[src/rtl/core/fcdh_pkg.sv]
// shared types and constants of the finger count debounce history block
`default_nettype none
package fcdh_pkg;

	localparam int FINGER_W      = 6;
	localparam int TIME_W        = 32;
	localparam int MIN_DUR_W     = 16;
	localparam int MAX_ST_W      = 6;
	localparam int CNT_W         = 6;
	localparam int OUT_LIMIT     = 32;
	localparam int DEFAULT_DEPTH = 32;

	localparam int CFG_IDX_W  = 1;
	localparam int CFG_DATA_W = 16;

	localparam logic [CFG_IDX_W-1:0] CFG_MIN_DUR    = 1'd0;
	localparam logic [CFG_IDX_W-1:0] CFG_MAX_STATES = 1'd1;

	localparam logic [MIN_DUR_W-1:0] RST_MIN_DUR    = 16'd500;
	localparam logic [MAX_ST_W-1:0]  RST_MAX_STATES = 6'd20;

	typedef struct packed {
		logic                hand_present;
		logic [FINGER_W-1:0] finger_count;
		logic [TIME_W-1:0]   now_ms;
	} in_item_t;

	typedef struct packed {
		logic                entry_valid;
		logic [FINGER_W-1:0] state_fingers;
		logic [TIME_W-1:0]   state_start_ms;
		logic [TIME_W-1:0]   state_duration_ms;
		logic [TIME_W-1:0]   state_stop_ms;
		logic                last_entry;
	} out_item_t;

	typedef struct packed {
		logic [FINGER_W-1:0] fingers;
		logic [TIME_W-1:0]   start_ms;
		logic [TIME_W-1:0]   duration_ms;
		logic [TIME_W-1:0]   stop_ms;
	} hist_entry_t;

	typedef struct packed {
		logic ld_in;
		logic upd;
		logic emit;
	} ctrl_cmd_t;

	typedef struct packed {
		logic a_busy;
		logic last_issued;
	} dp_status_t;

endpackage
`default_nettype wire

[src/rtl/core/fcdh_ram.sv]
// generic single write port ram with registered read
`default_nettype none
module fcdh_ram #(
	parameter int WIDTH = 8,
	parameter int DEPTH = 32
) (
	input  wire logic                     clk,
	input  wire logic                     we,
	input  wire logic [$clog2(DEPTH)-1:0] waddr,
	input  wire logic [WIDTH-1:0]         wdata,
	input  wire logic                     re,
	input  wire logic [$clog2(DEPTH)-1:0] raddr,
	output      logic [WIDTH-1:0]         rdata
);

	logic [WIDTH-1:0] mem_q [DEPTH];

	always_ff @(posedge clk) begin
		if (we) begin
			mem_q[waddr] <= wdata;
		end
		if (re) begin
			rdata <= mem_q[raddr];
		end
	end

endmodule
`default_nettype wire

[src/rtl/core/fcdh_ctrl.sv]
// controller state machine: accept, update, emit
`default_nettype none
module fcdh_ctrl (
	input  wire logic                   clk,
	input  wire logic                   arst_n,
	input  wire logic                   in_valid,
	input  wire logic                   hand_present,
	input  wire fcdh_pkg::dp_status_t   status,
	output      logic                   in_stall,
	output      fcdh_pkg::ctrl_cmd_t    cmd
);

	localparam logic [1:0] ST_IDLE = 2'd0;
	localparam logic [1:0] ST_UPD  = 2'd1;
	localparam logic [1:0] ST_EMIT = 2'd2;

	logic [1:0] state_q;
	logic [1:0] state_d;
	logic       accept;

	assign in_stall = !((state_q == ST_IDLE) && !status.a_busy);
	assign accept   = in_valid && !in_stall;

	assign cmd.ld_in = accept && hand_present;
	assign cmd.upd   = (state_q == ST_UPD);
	assign cmd.emit  = (state_q == ST_EMIT);

	always_comb begin
		state_d = state_q;
		unique case (state_q)
			ST_IDLE: begin
				if (cmd.ld_in) begin
					state_d = ST_UPD;
				end
			end
			ST_UPD: begin
				state_d = ST_EMIT;
			end
			ST_EMIT: begin
				if (status.last_issued) begin
					state_d = ST_IDLE;
				end
			end
			default: begin
				state_d = ST_IDLE;
			end
		endcase
	end

	always_ff @(posedge clk or negedge arst_n) begin
		if (!arst_n) begin
			state_q <= ST_IDLE;
		end else begin
			state_q <= state_d;
		end
	end

endmodule
`default_nettype wire

[src/rtl/core/fcdh_datapath.sv]
// datapath: config, run tracking, history ram, emit pipeline
`default_nettype none
module fcdh_datapath #(
	parameter int HISTORY_DEPTH = fcdh_pkg::DEFAULT_DEPTH
) (
	input  wire logic                            clk,
	input  wire logic                            arst_n,
	input  wire logic                            cfg_we,
	input  wire logic [fcdh_pkg::CFG_IDX_W-1:0]  cfg_idx,
	input  wire logic [fcdh_pkg::CFG_DATA_W-1:0] cfg_data,
	input  wire fcdh_pkg::in_item_t              in_data,
	input  wire logic                            out_stall,
	input  wire fcdh_pkg::ctrl_cmd_t             cmd,
	output      fcdh_pkg::dp_status_t            status,
	output      logic                            out_valid,
	output      fcdh_pkg::out_item_t             out_data
);

	localparam int SLOT_W  = $clog2(HISTORY_DEPTH);
	localparam int CNT_W   = fcdh_pkg::CNT_W;
	localparam int SUM_W   = CNT_W + 1;
	localparam int TIME_W  = fcdh_pkg::TIME_W;
	localparam int LIM_CAP = (HISTORY_DEPTH < fcdh_pkg::OUT_LIMIT) ?
		HISTORY_DEPTH : fcdh_pkg::OUT_LIMIT;
	localparam logic [CNT_W-1:0]  LIM_CAP_V  = CNT_W'(LIM_CAP);
	localparam logic [SUM_W-1:0]  DEPTH_V    = SUM_W'(HISTORY_DEPTH);
	localparam logic [SLOT_W-1:0] LAST_SLOT  = SLOT_W'(HISTORY_DEPTH - 1);

	// configuration
	logic [fcdh_pkg::MIN_DUR_W-1:0] min_dur_q;
	logic [fcdh_pkg::MAX_ST_W-1:0]  max_st_q;

	// run and list bookkeeping
	logic [fcdh_pkg::FINGER_W-1:0] prev_q;
	logic [TIME_W-1:0]             run_start_q;
	logic [SLOT_W-1:0]             oldest_q;
	logic [CNT_W-1:0]              cnt_q;
	logic [fcdh_pkg::FINGER_W-1:0] fin_q;
	logic [TIME_W-1:0]             now_q;

	// emit pipeline
	logic [SLOT_W-1:0]   emit_slot_q;
	logic [CNT_W-1:0]    pos_q;
	logic                a_valid_q;
	logic                a_last_q;
	logic                a_fill_q;
	logic                out_valid_q;
	fcdh_pkg::out_item_t out_q;

	// ram
	fcdh_pkg::hist_entry_t rd;
	fcdh_pkg::hist_entry_t wdata;
	logic                  we;
	logic [SLOT_W-1:0]     waddr;
	logic                  re;
	logic [SLOT_W-1:0]     raddr;

	// update logic
	logic [SUM_W-1:0]  oldest_x;
	logic [SUM_W-1:0]  cnt_x;
	logic [SUM_W-1:0]  newest_sum;
	logic [SUM_W-1:0]  append_sum;
	logic [SLOT_W-1:0] newest_slot;
	logic [SLOT_W-1:0] append_slot;
	logic [SLOT_W-1:0] oldest_inc;
	logic              match;
	logic              same_prev;
	logic [TIME_W-1:0] base;
	logic [TIME_W-1:0] diff;
	logic              long_run;
	logic              append;
	logic [CNT_W-1:0]  cnt_inc;
	logic [CNT_W-1:0]  lim;
	logic              drop;
	logic [CNT_W-1:0]  cnt_next;
	logic [SLOT_W-1:0] oldest_next;

	// emit logic
	logic             b_load;
	logic             a_free;
	logic             issue;
	logic [CNT_W-1:0] total;
	logic             is_last;
	logic [SLOT_W-1:0] emit_inc;

	always_ff @(posedge clk or negedge arst_n) begin
		if (!arst_n) begin
			min_dur_q <= fcdh_pkg::RST_MIN_DUR;
			max_st_q  <= fcdh_pkg::RST_MAX_STATES;
		end else if (cfg_we) begin
			unique case (cfg_idx)
				fcdh_pkg::CFG_MIN_DUR: begin
					min_dur_q <= cfg_data;
				end
				fcdh_pkg::CFG_MAX_STATES: begin
					max_st_q <= fcdh_pkg::MAX_ST_W'(cfg_data);
				end
				default: begin
				end
			endcase
		end
	end

	// slot arithmetic, both operands below depth so one subtract wraps
	assign oldest_x   = SUM_W'(oldest_q);
	assign cnt_x      = SUM_W'(cnt_q);
	assign newest_sum = oldest_x + cnt_x - SUM_W'(1);
	assign append_sum = oldest_x + cnt_x;

	assign newest_slot = (cnt_q == '0) ? '0 :
		(newest_sum >= DEPTH_V) ? SLOT_W'(newest_sum - DEPTH_V) : SLOT_W'(newest_sum);
	assign append_slot = (append_sum >= DEPTH_V) ?
		SLOT_W'(append_sum - DEPTH_V) : SLOT_W'(append_sum);
	assign oldest_inc  = (oldest_q == LAST_SLOT) ? '0 : oldest_q + SLOT_W'(1);

	// decision on the newest stored state read in the accept cycle
	assign match     = (cnt_q != '0) && (rd.fingers == fin_q);
	assign same_prev = (fin_q == prev_q);
	assign base      = match ? rd.start_ms : run_start_q;
	assign diff      = now_q - base;
	assign long_run  = diff > TIME_W'(min_dur_q);
	assign append    = !match && same_prev && long_run;

	assign cnt_inc = cnt_q + CNT_W'(1);
	assign lim     = (max_st_q > LIM_CAP_V) ? LIM_CAP_V : max_st_q;
	assign drop    = cnt_inc >= lim;

	always_comb begin
		cnt_next    = cnt_q;
		oldest_next = oldest_q;
		if (append) begin
			if (drop) begin
				oldest_next = oldest_inc;
			end else begin
				cnt_next = cnt_inc;
			end
		end
	end

	// extend and append write the same word, only the slot differs
	assign we                = cmd.upd && (match || append);
	assign waddr             = match ? newest_slot : append_slot;
	assign wdata.fingers     = fin_q;
	assign wdata.start_ms    = base;
	assign wdata.duration_ms = diff;
	assign wdata.stop_ms     = now_q;

	always_ff @(posedge clk) begin
		if (cmd.ld_in) begin
			fin_q <= in_data.finger_count;
			now_q <= in_data.now_ms;
		end
	end

	always_ff @(posedge clk or negedge arst_n) begin
		if (!arst_n) begin
			prev_q      <= '0;
			run_start_q <= '0;
			oldest_q    <= '0;
			cnt_q       <= '0;
		end else if (cmd.upd) begin
			prev_q   <= fin_q;
			oldest_q <= oldest_next;
			cnt_q    <= cnt_next;
			if (!match && !same_prev) begin
				run_start_q <= now_q;
			end
		end
	end

	// emit: ram read register is stage a, out_q is stage b
	assign b_load   = a_valid_q && (!out_valid_q || !out_stall);
	assign a_free   = !a_valid_q || b_load;
	assign issue    = cmd.emit && a_free;
	assign total    = (cnt_q == '0) ? CNT_W'(1) : cnt_q;
	assign is_last  = ({1'b0, pos_q} + SUM_W'(1)) == {1'b0, total};
	assign emit_inc = (emit_slot_q == LAST_SLOT) ? '0 : emit_slot_q + SLOT_W'(1);

	assign re    = cmd.ld_in || issue;
	assign raddr = cmd.ld_in ? newest_slot : emit_slot_q;

	always_ff @(posedge clk or negedge arst_n) begin
		if (!arst_n) begin
			emit_slot_q <= '0;
			pos_q       <= '0;
			a_valid_q   <= 1'b0;
			a_last_q    <= 1'b0;
			a_fill_q    <= 1'b0;
			out_valid_q <= 1'b0;
		end else begin
			if (cmd.upd) begin
				emit_slot_q <= oldest_next;
				pos_q       <= '0;
			end else if (issue) begin
				emit_slot_q <= emit_inc;
				pos_q       <= pos_q + CNT_W'(1);
			end
			if (issue) begin
				a_valid_q <= 1'b1;
				a_last_q  <= is_last;
				a_fill_q  <= (cnt_q == '0);
			end else if (b_load) begin
				a_valid_q <= 1'b0;
			end
			if (b_load) begin
				out_valid_q <= 1'b1;
			end else if (out_valid_q && !out_stall) begin
				out_valid_q <= 1'b0;
			end
		end
	end

	always_ff @(posedge clk) begin
		if (b_load) begin
			out_q.entry_valid       <= !a_fill_q;
			out_q.state_fingers     <= a_fill_q ? '0 : rd.fingers;
			out_q.state_start_ms    <= a_fill_q ? '0 : rd.start_ms;
			out_q.state_duration_ms <= a_fill_q ? '0 : rd.duration_ms;
			out_q.state_stop_ms     <= a_fill_q ? '0 : rd.stop_ms;
			out_q.last_entry        <= a_last_q;
		end
	end

	fcdh_ram #(
		.WIDTH ($bits(fcdh_pkg::hist_entry_t)),
		.DEPTH (HISTORY_DEPTH)
	) u_ram (
		.clk   (clk),
		.we    (we),
		.waddr (waddr),
		.wdata (wdata),
		.re    (re),
		.raddr (raddr),
		.rdata (rd)
	);

	assign status.a_busy      = a_valid_q;
	assign status.last_issued = issue && is_last;
	assign out_valid          = out_valid_q;
	assign out_data           = out_q;

endmodule
`default_nettype wire

[src/rtl/core/finger_count_debounce_history.sv]
// top level of the finger count debounce history block
//
//  channel | direction | handshake          | payload
//  --------+-----------+--------------------+-------------------------------------
//  in      | in        | in_valid / in_stall  | fcdh_pkg::in_item_t  (one frame)
//  out     | out       | out_valid / out_stall| fcdh_pkg::out_item_t (one stored state)
//  cfg     | in        | cfg_we             | cfg_idx, cfg_data (write only)
//
// a frame with a hand is accepted, then the history is updated, and then the stored
// states are emitted oldest first, each read in turn through the single read port
// of the history ram
// a frame with no hand is taken without a history update and yields no item
// reset clears the run tracking and empties the list; the ram itself is not cleared
// output stalls back up through a two-entry emit pipeline into the controller
`default_nettype none
module finger_count_debounce_history #(
	parameter int HISTORY_DEPTH = fcdh_pkg::DEFAULT_DEPTH
) (
	input  wire logic                            clk,
	input  wire logic                            arst_n,
	// configuration writes
	input  wire logic                            cfg_we,
	input  wire logic [fcdh_pkg::CFG_IDX_W-1:0]  cfg_idx,
	input  wire logic [fcdh_pkg::CFG_DATA_W-1:0] cfg_data,
	// frame items in
	input  wire logic                            in_valid,
	output      logic                            in_stall,
	input  wire fcdh_pkg::in_item_t              in_data,
	// history items out, oldest first
	output      logic                            out_valid,
	input  wire logic                            out_stall,
	output      fcdh_pkg::out_item_t             out_data
);

	// command and status between controller and datapath
	fcdh_pkg::ctrl_cmd_t  cmd;
	fcdh_pkg::dp_status_t status;

	// controller sequences accept, history update and emission
	fcdh_ctrl u_ctrl (
		.clk          (clk),
		.arst_n       (arst_n),
		.in_valid     (in_valid),
		.hand_present (in_data.hand_present),
		.status       (status),
		.in_stall     (in_stall),
		.cmd          (cmd)
	);

	// datapath holds config, run timer, history ram and output register
	fcdh_datapath #(
		.HISTORY_DEPTH (HISTORY_DEPTH)
	) u_dp (
		.clk       (clk),
		.arst_n    (arst_n),
		.cfg_we    (cfg_we),
		.cfg_idx   (cfg_idx),
		.cfg_data  (cfg_data),
		.in_data   (in_data),
		.out_stall (out_stall),
		.cmd       (cmd),
		.status    (status),
		.out_valid (out_valid),
		.out_data  (out_data)
	);

	// the filler item for an empty list is always the only one of its run
	a_filler_is_last: assert property (@(posedge clk) disable iff (!arst_n)
		out_valid && !out_data.entry_valid |-> out_data.last_entry)
		else $error("filler item without last_entry");

	// a frame with a hand blocks the input while the history is updated
	a_busy_after_hand: assert property (@(posedge clk) disable iff (!arst_n)
		in_valid && !in_stall && in_data.hand_present |=> in_stall)
		else $error("input taken during history update");

	// a frame with no hand leaves the block ready for the next one
	a_ready_after_no_hand: assert property (@(posedge clk) disable iff (!arst_n)
		in_valid && !in_stall && !in_data.hand_present |=> !in_stall)
		else $error("stall after frame with no hand");

	// the last read of a run leaves the controller idle for the next frame
	a_idle_after_last: assert property (@(posedge clk) disable iff (!arst_n)
		status.last_issued |=> !cmd.emit && !cmd.upd)
		else $error("emission continued past the last item");

endmodule
`default_nettype wire

[config.mk]
export PLATFORM = sky130hd
export DESIGN_NAME = finger_count_debounce_history
export DESIGN_NICKNAME = d
export VERILOG_FILES = /design/src/rtl/core/fcdh_pkg.sv /design/src/rtl/core/fcdh_ram.sv /design/src/rtl/core/fcdh_ctrl.sv /design/src/rtl/core/fcdh_datapath.sv /design/src/rtl/core/finger_count_debounce_history.sv
export SDC_FILE = /design/constraint.sdc
export NUM_CORES = 2
export LEC_CHECK = 0
export BUFFER_PORTS_ARGS = -buffer_cell sky130_fd_sc_hd__buf_2
export CAP_MARGIN = 20
export CORE_UTILIZATION = 35
export CTS_CLUSTER_DIAMETER = 40
export DETAILED_ROUTE_END_ITERATION = 7
export GPL_ROUTABILITY_DRIVEN = 0
export GPL_TIMING_DRIVEN = 0
export HOLD_SLACK_MARGIN = 0.12
export PLACE_DENSITY = 0.5
export SETUP_SLACK_MARGIN = 0.2
export SYNTH_ARGS = -nofsm -noshare
export SYNTH_HDL_FRONTEND = slang
export SYNTH_SLANG_ARGS = --single-unit
[constraint.sdc]
create_clock -name clk -period 21.8 [get_ports clk]
set_clock_uncertainty 0.2 [all_clocks]
set_input_delay 2.18 -clock clk [delete_from_list [all_inputs] [get_ports clk]]
set_output_delay 2.18 -clock clk [all_outputs]
set_load 0.03 [all_outputs]
==> metrics.txt <==
TritonCTS sink count 3596; Worst-Skew Late Latency 1.04 ns; post-synthesis instance total 10987; CTS H-tree lvls 6; cell taking the most area after synthesis edfxtp_1; Clk pwr share 31.1%; YS warnings 0; Synth cell types 74; PwrDens 156 mW/mm2; Worst Hold Class register to register; CTS Buffer Depth 4; Final WS setup 9.57 ns; RSZ-0062 raised after global routing no; All-Layer GR Usage 22.9%; Crit. End Element register; GRT overflow 0; Max-slew headroom 17.1%; slowest stage cell, crit path edfxtp_1; final setup vio count 0; sw frac 38.6%; largest cells by area after synthesis edfxtp_1 (73%), nand2_1 (9.1%), nand3_1 (4.4%); top sig layer met5; Final HPWL DP 358 mm; final slew viol count 0; post-layout util 43.1%; sequential share of power 33.5%; Die X 643 um; Main synth FF type edfxtp_1; DR WL met3 33.9 mm; sequential share of the synthesized area 74.7%; ys async rst share 2.45%; outcome completed; Synth top area share 73.2%; CTS tree built; most frequent CP cell buf_6; Final Routed Wirelength 485 mm; CP startpoint u_dp.fin_q[0]; Synth Net Count 11113; R2R Setup Slk 9.57 ns; actual slew at the worst max-slew pin 1.23 ns; largest net degree at the start of global routing 58; Synth Cell Area 0.144 mm2; post-CTS setup buffer count 0; min cycle time layout 12.23 ns; initial antenna violation count 45; total number of vias 96271; P_leak 0.0617 uW; FP Rows 235; Worst Path Required 22.32 ns; final cell count without fillers 17982; antenna violation net count after detailed routing 0; number of synthesized flops with an enable pin 3508; syn_area_per_cell 13.1 um2; Metal-1 WL 197 mm; Die Ht 643 um; Clk pin slew, worst setup/hold paths 0.05 ns; synth-to-layout area growth 22.7%; Yosys reg bits 3596; Final Power 27600 uW; CTS Root Cell clkbuf_16; DRC Markers 0; top cells by count, synth edfxtp_1 (3508), nand2_1 (3476), nand3_1 (1264), clkbuf_1 (714), a311oi_1 (613); final hold violation count 0; Port Buf Inserts 166; Psw 10600 uW; critical setup path kind register to register; reg-to-reg startpoint u_dp.fin_q[0]; share of cells above drive strength 1 12.4%; hold_ws 0.294 ns; Place WS 9.75 ns; first-pass GRT wire length 687 mm; max frequency 81.7 MHz; vias per cell 5.35; final net count 12165; worst hold start u_dp.a_last_q; CP Max Fanout 18; DP Cell Count 16952; Internal 16900 uW; IO Pins 167; CP arrival 12.75 ns; Comb power frac 35.3%; final period utilization 56.1%; post-cts sizing count 0; Die ar. 0.414 mm2; TritonCTS Buffers 524; vias in the first global route 95148; Bufs and invs on worst path 11; metal2 WL 231 mm; number of max-cap violations 0; core area 0.410 mm2; Avg WL per Cell 27.0 um; Worst Setup Start Kind register; most numerous cell in the Yosys netlist edfxtp_1; starting density of the core 35.2%; FILL cells 36886; maximum vdd drop 0.000117 V; drt first pass iters 8; hold_buf cts 0; max incr delay on CP 0.94 ns; Starting DRT DRC Count 10482; crit-path leading delay family buffers and inverters
## flip-flops by register name, indices dropped and copies added, names as in the netlist
signal and cells:
u_dp.u_ram.mem_q 3264, u_dp.out_data 104, u_dp.u_ram.rdata 102, u_dp.now_q 32
u_dp.run_start_q 32, u_dp.min_dur_q 16, u_dp.cnt_q 6, u_dp.fin_q 6
u_dp.max_st_q 6, u_dp.pos_q 6, u_dp.prev_q 6, u_dp.emit_slot_q 5
u_dp.oldest_q 5, u_ctrl.state_q 2, u_dp.a_fill_q 1, u_dp.a_last_q 1
u_dp.a_valid_q 1, u_dp.out_valid 1
## logic make-up (layout without fill, tap and decap cells)
| family | Yosys count | in the layout | synth area share (%) |
|---|---|---|---|
| compound gates | 1035 | 1035 | 5.67 |
| flops | 3596 | 3596 | 74.7 |
| fa+ha+maj | 66 | 66 | 0.577 |
| mux | 74 | 74 | 0.553 |
| other cells | 0 | 65 | 0 |
| buf+inv | 813 | 2292 | 2.13 |
| xor+xnor | 73 | 73 | 0.444 |
| simple gates | 5330 | 5330 | 15.9 |
## cell type report
cell class                      instances  area [um2]  share of cell area (%)
Inverter                               68         255                   0.144
Multi-Input combinational cell       6578       33900                    19.2
Tap cell                             5451        6820                    3.86
Sequential cell                      3596      108000                    60.9
Buffer                                745        2930                    1.66
Clock buffer                          613       13700                    7.76
Antenna cell                           65         163                  0.0920
Timing Repair Buffer                  526        7180                    4.06
Clock inverter                        340        4160                    2.35
## worst paths after layout
check / cells after the start / endpoint
max: 35 / u_dp.u_ram.mem_q[8][80]
min: 0 / u_dp.out_data[0]
max reg2reg: 35 / u_dp.u_ram.mem_q[8][80]
min reg2reg: 0 / u_dp.out_data[0]
max in group asynchronous: 2 / u_dp.run_start_q[11]
min in group asynchronous: 1 / u_dp.out_valid
## power groups by stage
stage / Clock (uW) / Combinational (uW) / Sequential [uW]
2_1_floorplan: 0 / 4640 / 9490
6_report: 8580 / 9740 / 9240
3_5_place_dp: 0 / 9650 / 9380
3_3_place_gp: 0 / 8830 / 9610
5_1_grt: 8980 / 10400 / 9260
4_1_cts: 8700 / 9680 / 9250
## per-stage QoR
stage | TNS (ns) | instance area, um2
floorplan | 0 | 144000
finish | 0 | 177000
detailed placement | 0 | 158000
global route | 0 | 177000
CTS | 0 | 176000
global placement | -6608.15 | 152000
## layer usage
| metal | track usage (%) | vias up |
|---|---|---|
| met2 | 37.6 | 3742 |
| met1 | 29.4 | 48720 |
| li1 | - | 42986 |
| met4 | 10.8 | 10 |
| met5 | 0 | - |
| met3 | 4.16 | 813 |
## cells in the final DEF (no fill, tap or decap), drive strengths merged, types with 7 or more instances in the layout
master and count:
o21a 8, nand4 19, diode 65, nand3 1264, and3 323, clkbuf 1327
ha 64, nor3b 8, o31ai 106, a311oi 614, buf 557, edfxtp 3508
nor3 27, o21ai 68, a21o 25, a211oi 9, bufinv 68, nand2 3476
clkinv 158, mux2i 30, clkinvlp 42, nor2 63, dfstp 8, nor2b 110
dfrtp 80, mux2 44, nand2b 11, a21oi 57, nor4 7, inv 140
xnor2 45, xor2 28, a31oi 110
Power figures use the tool's default switching activity.
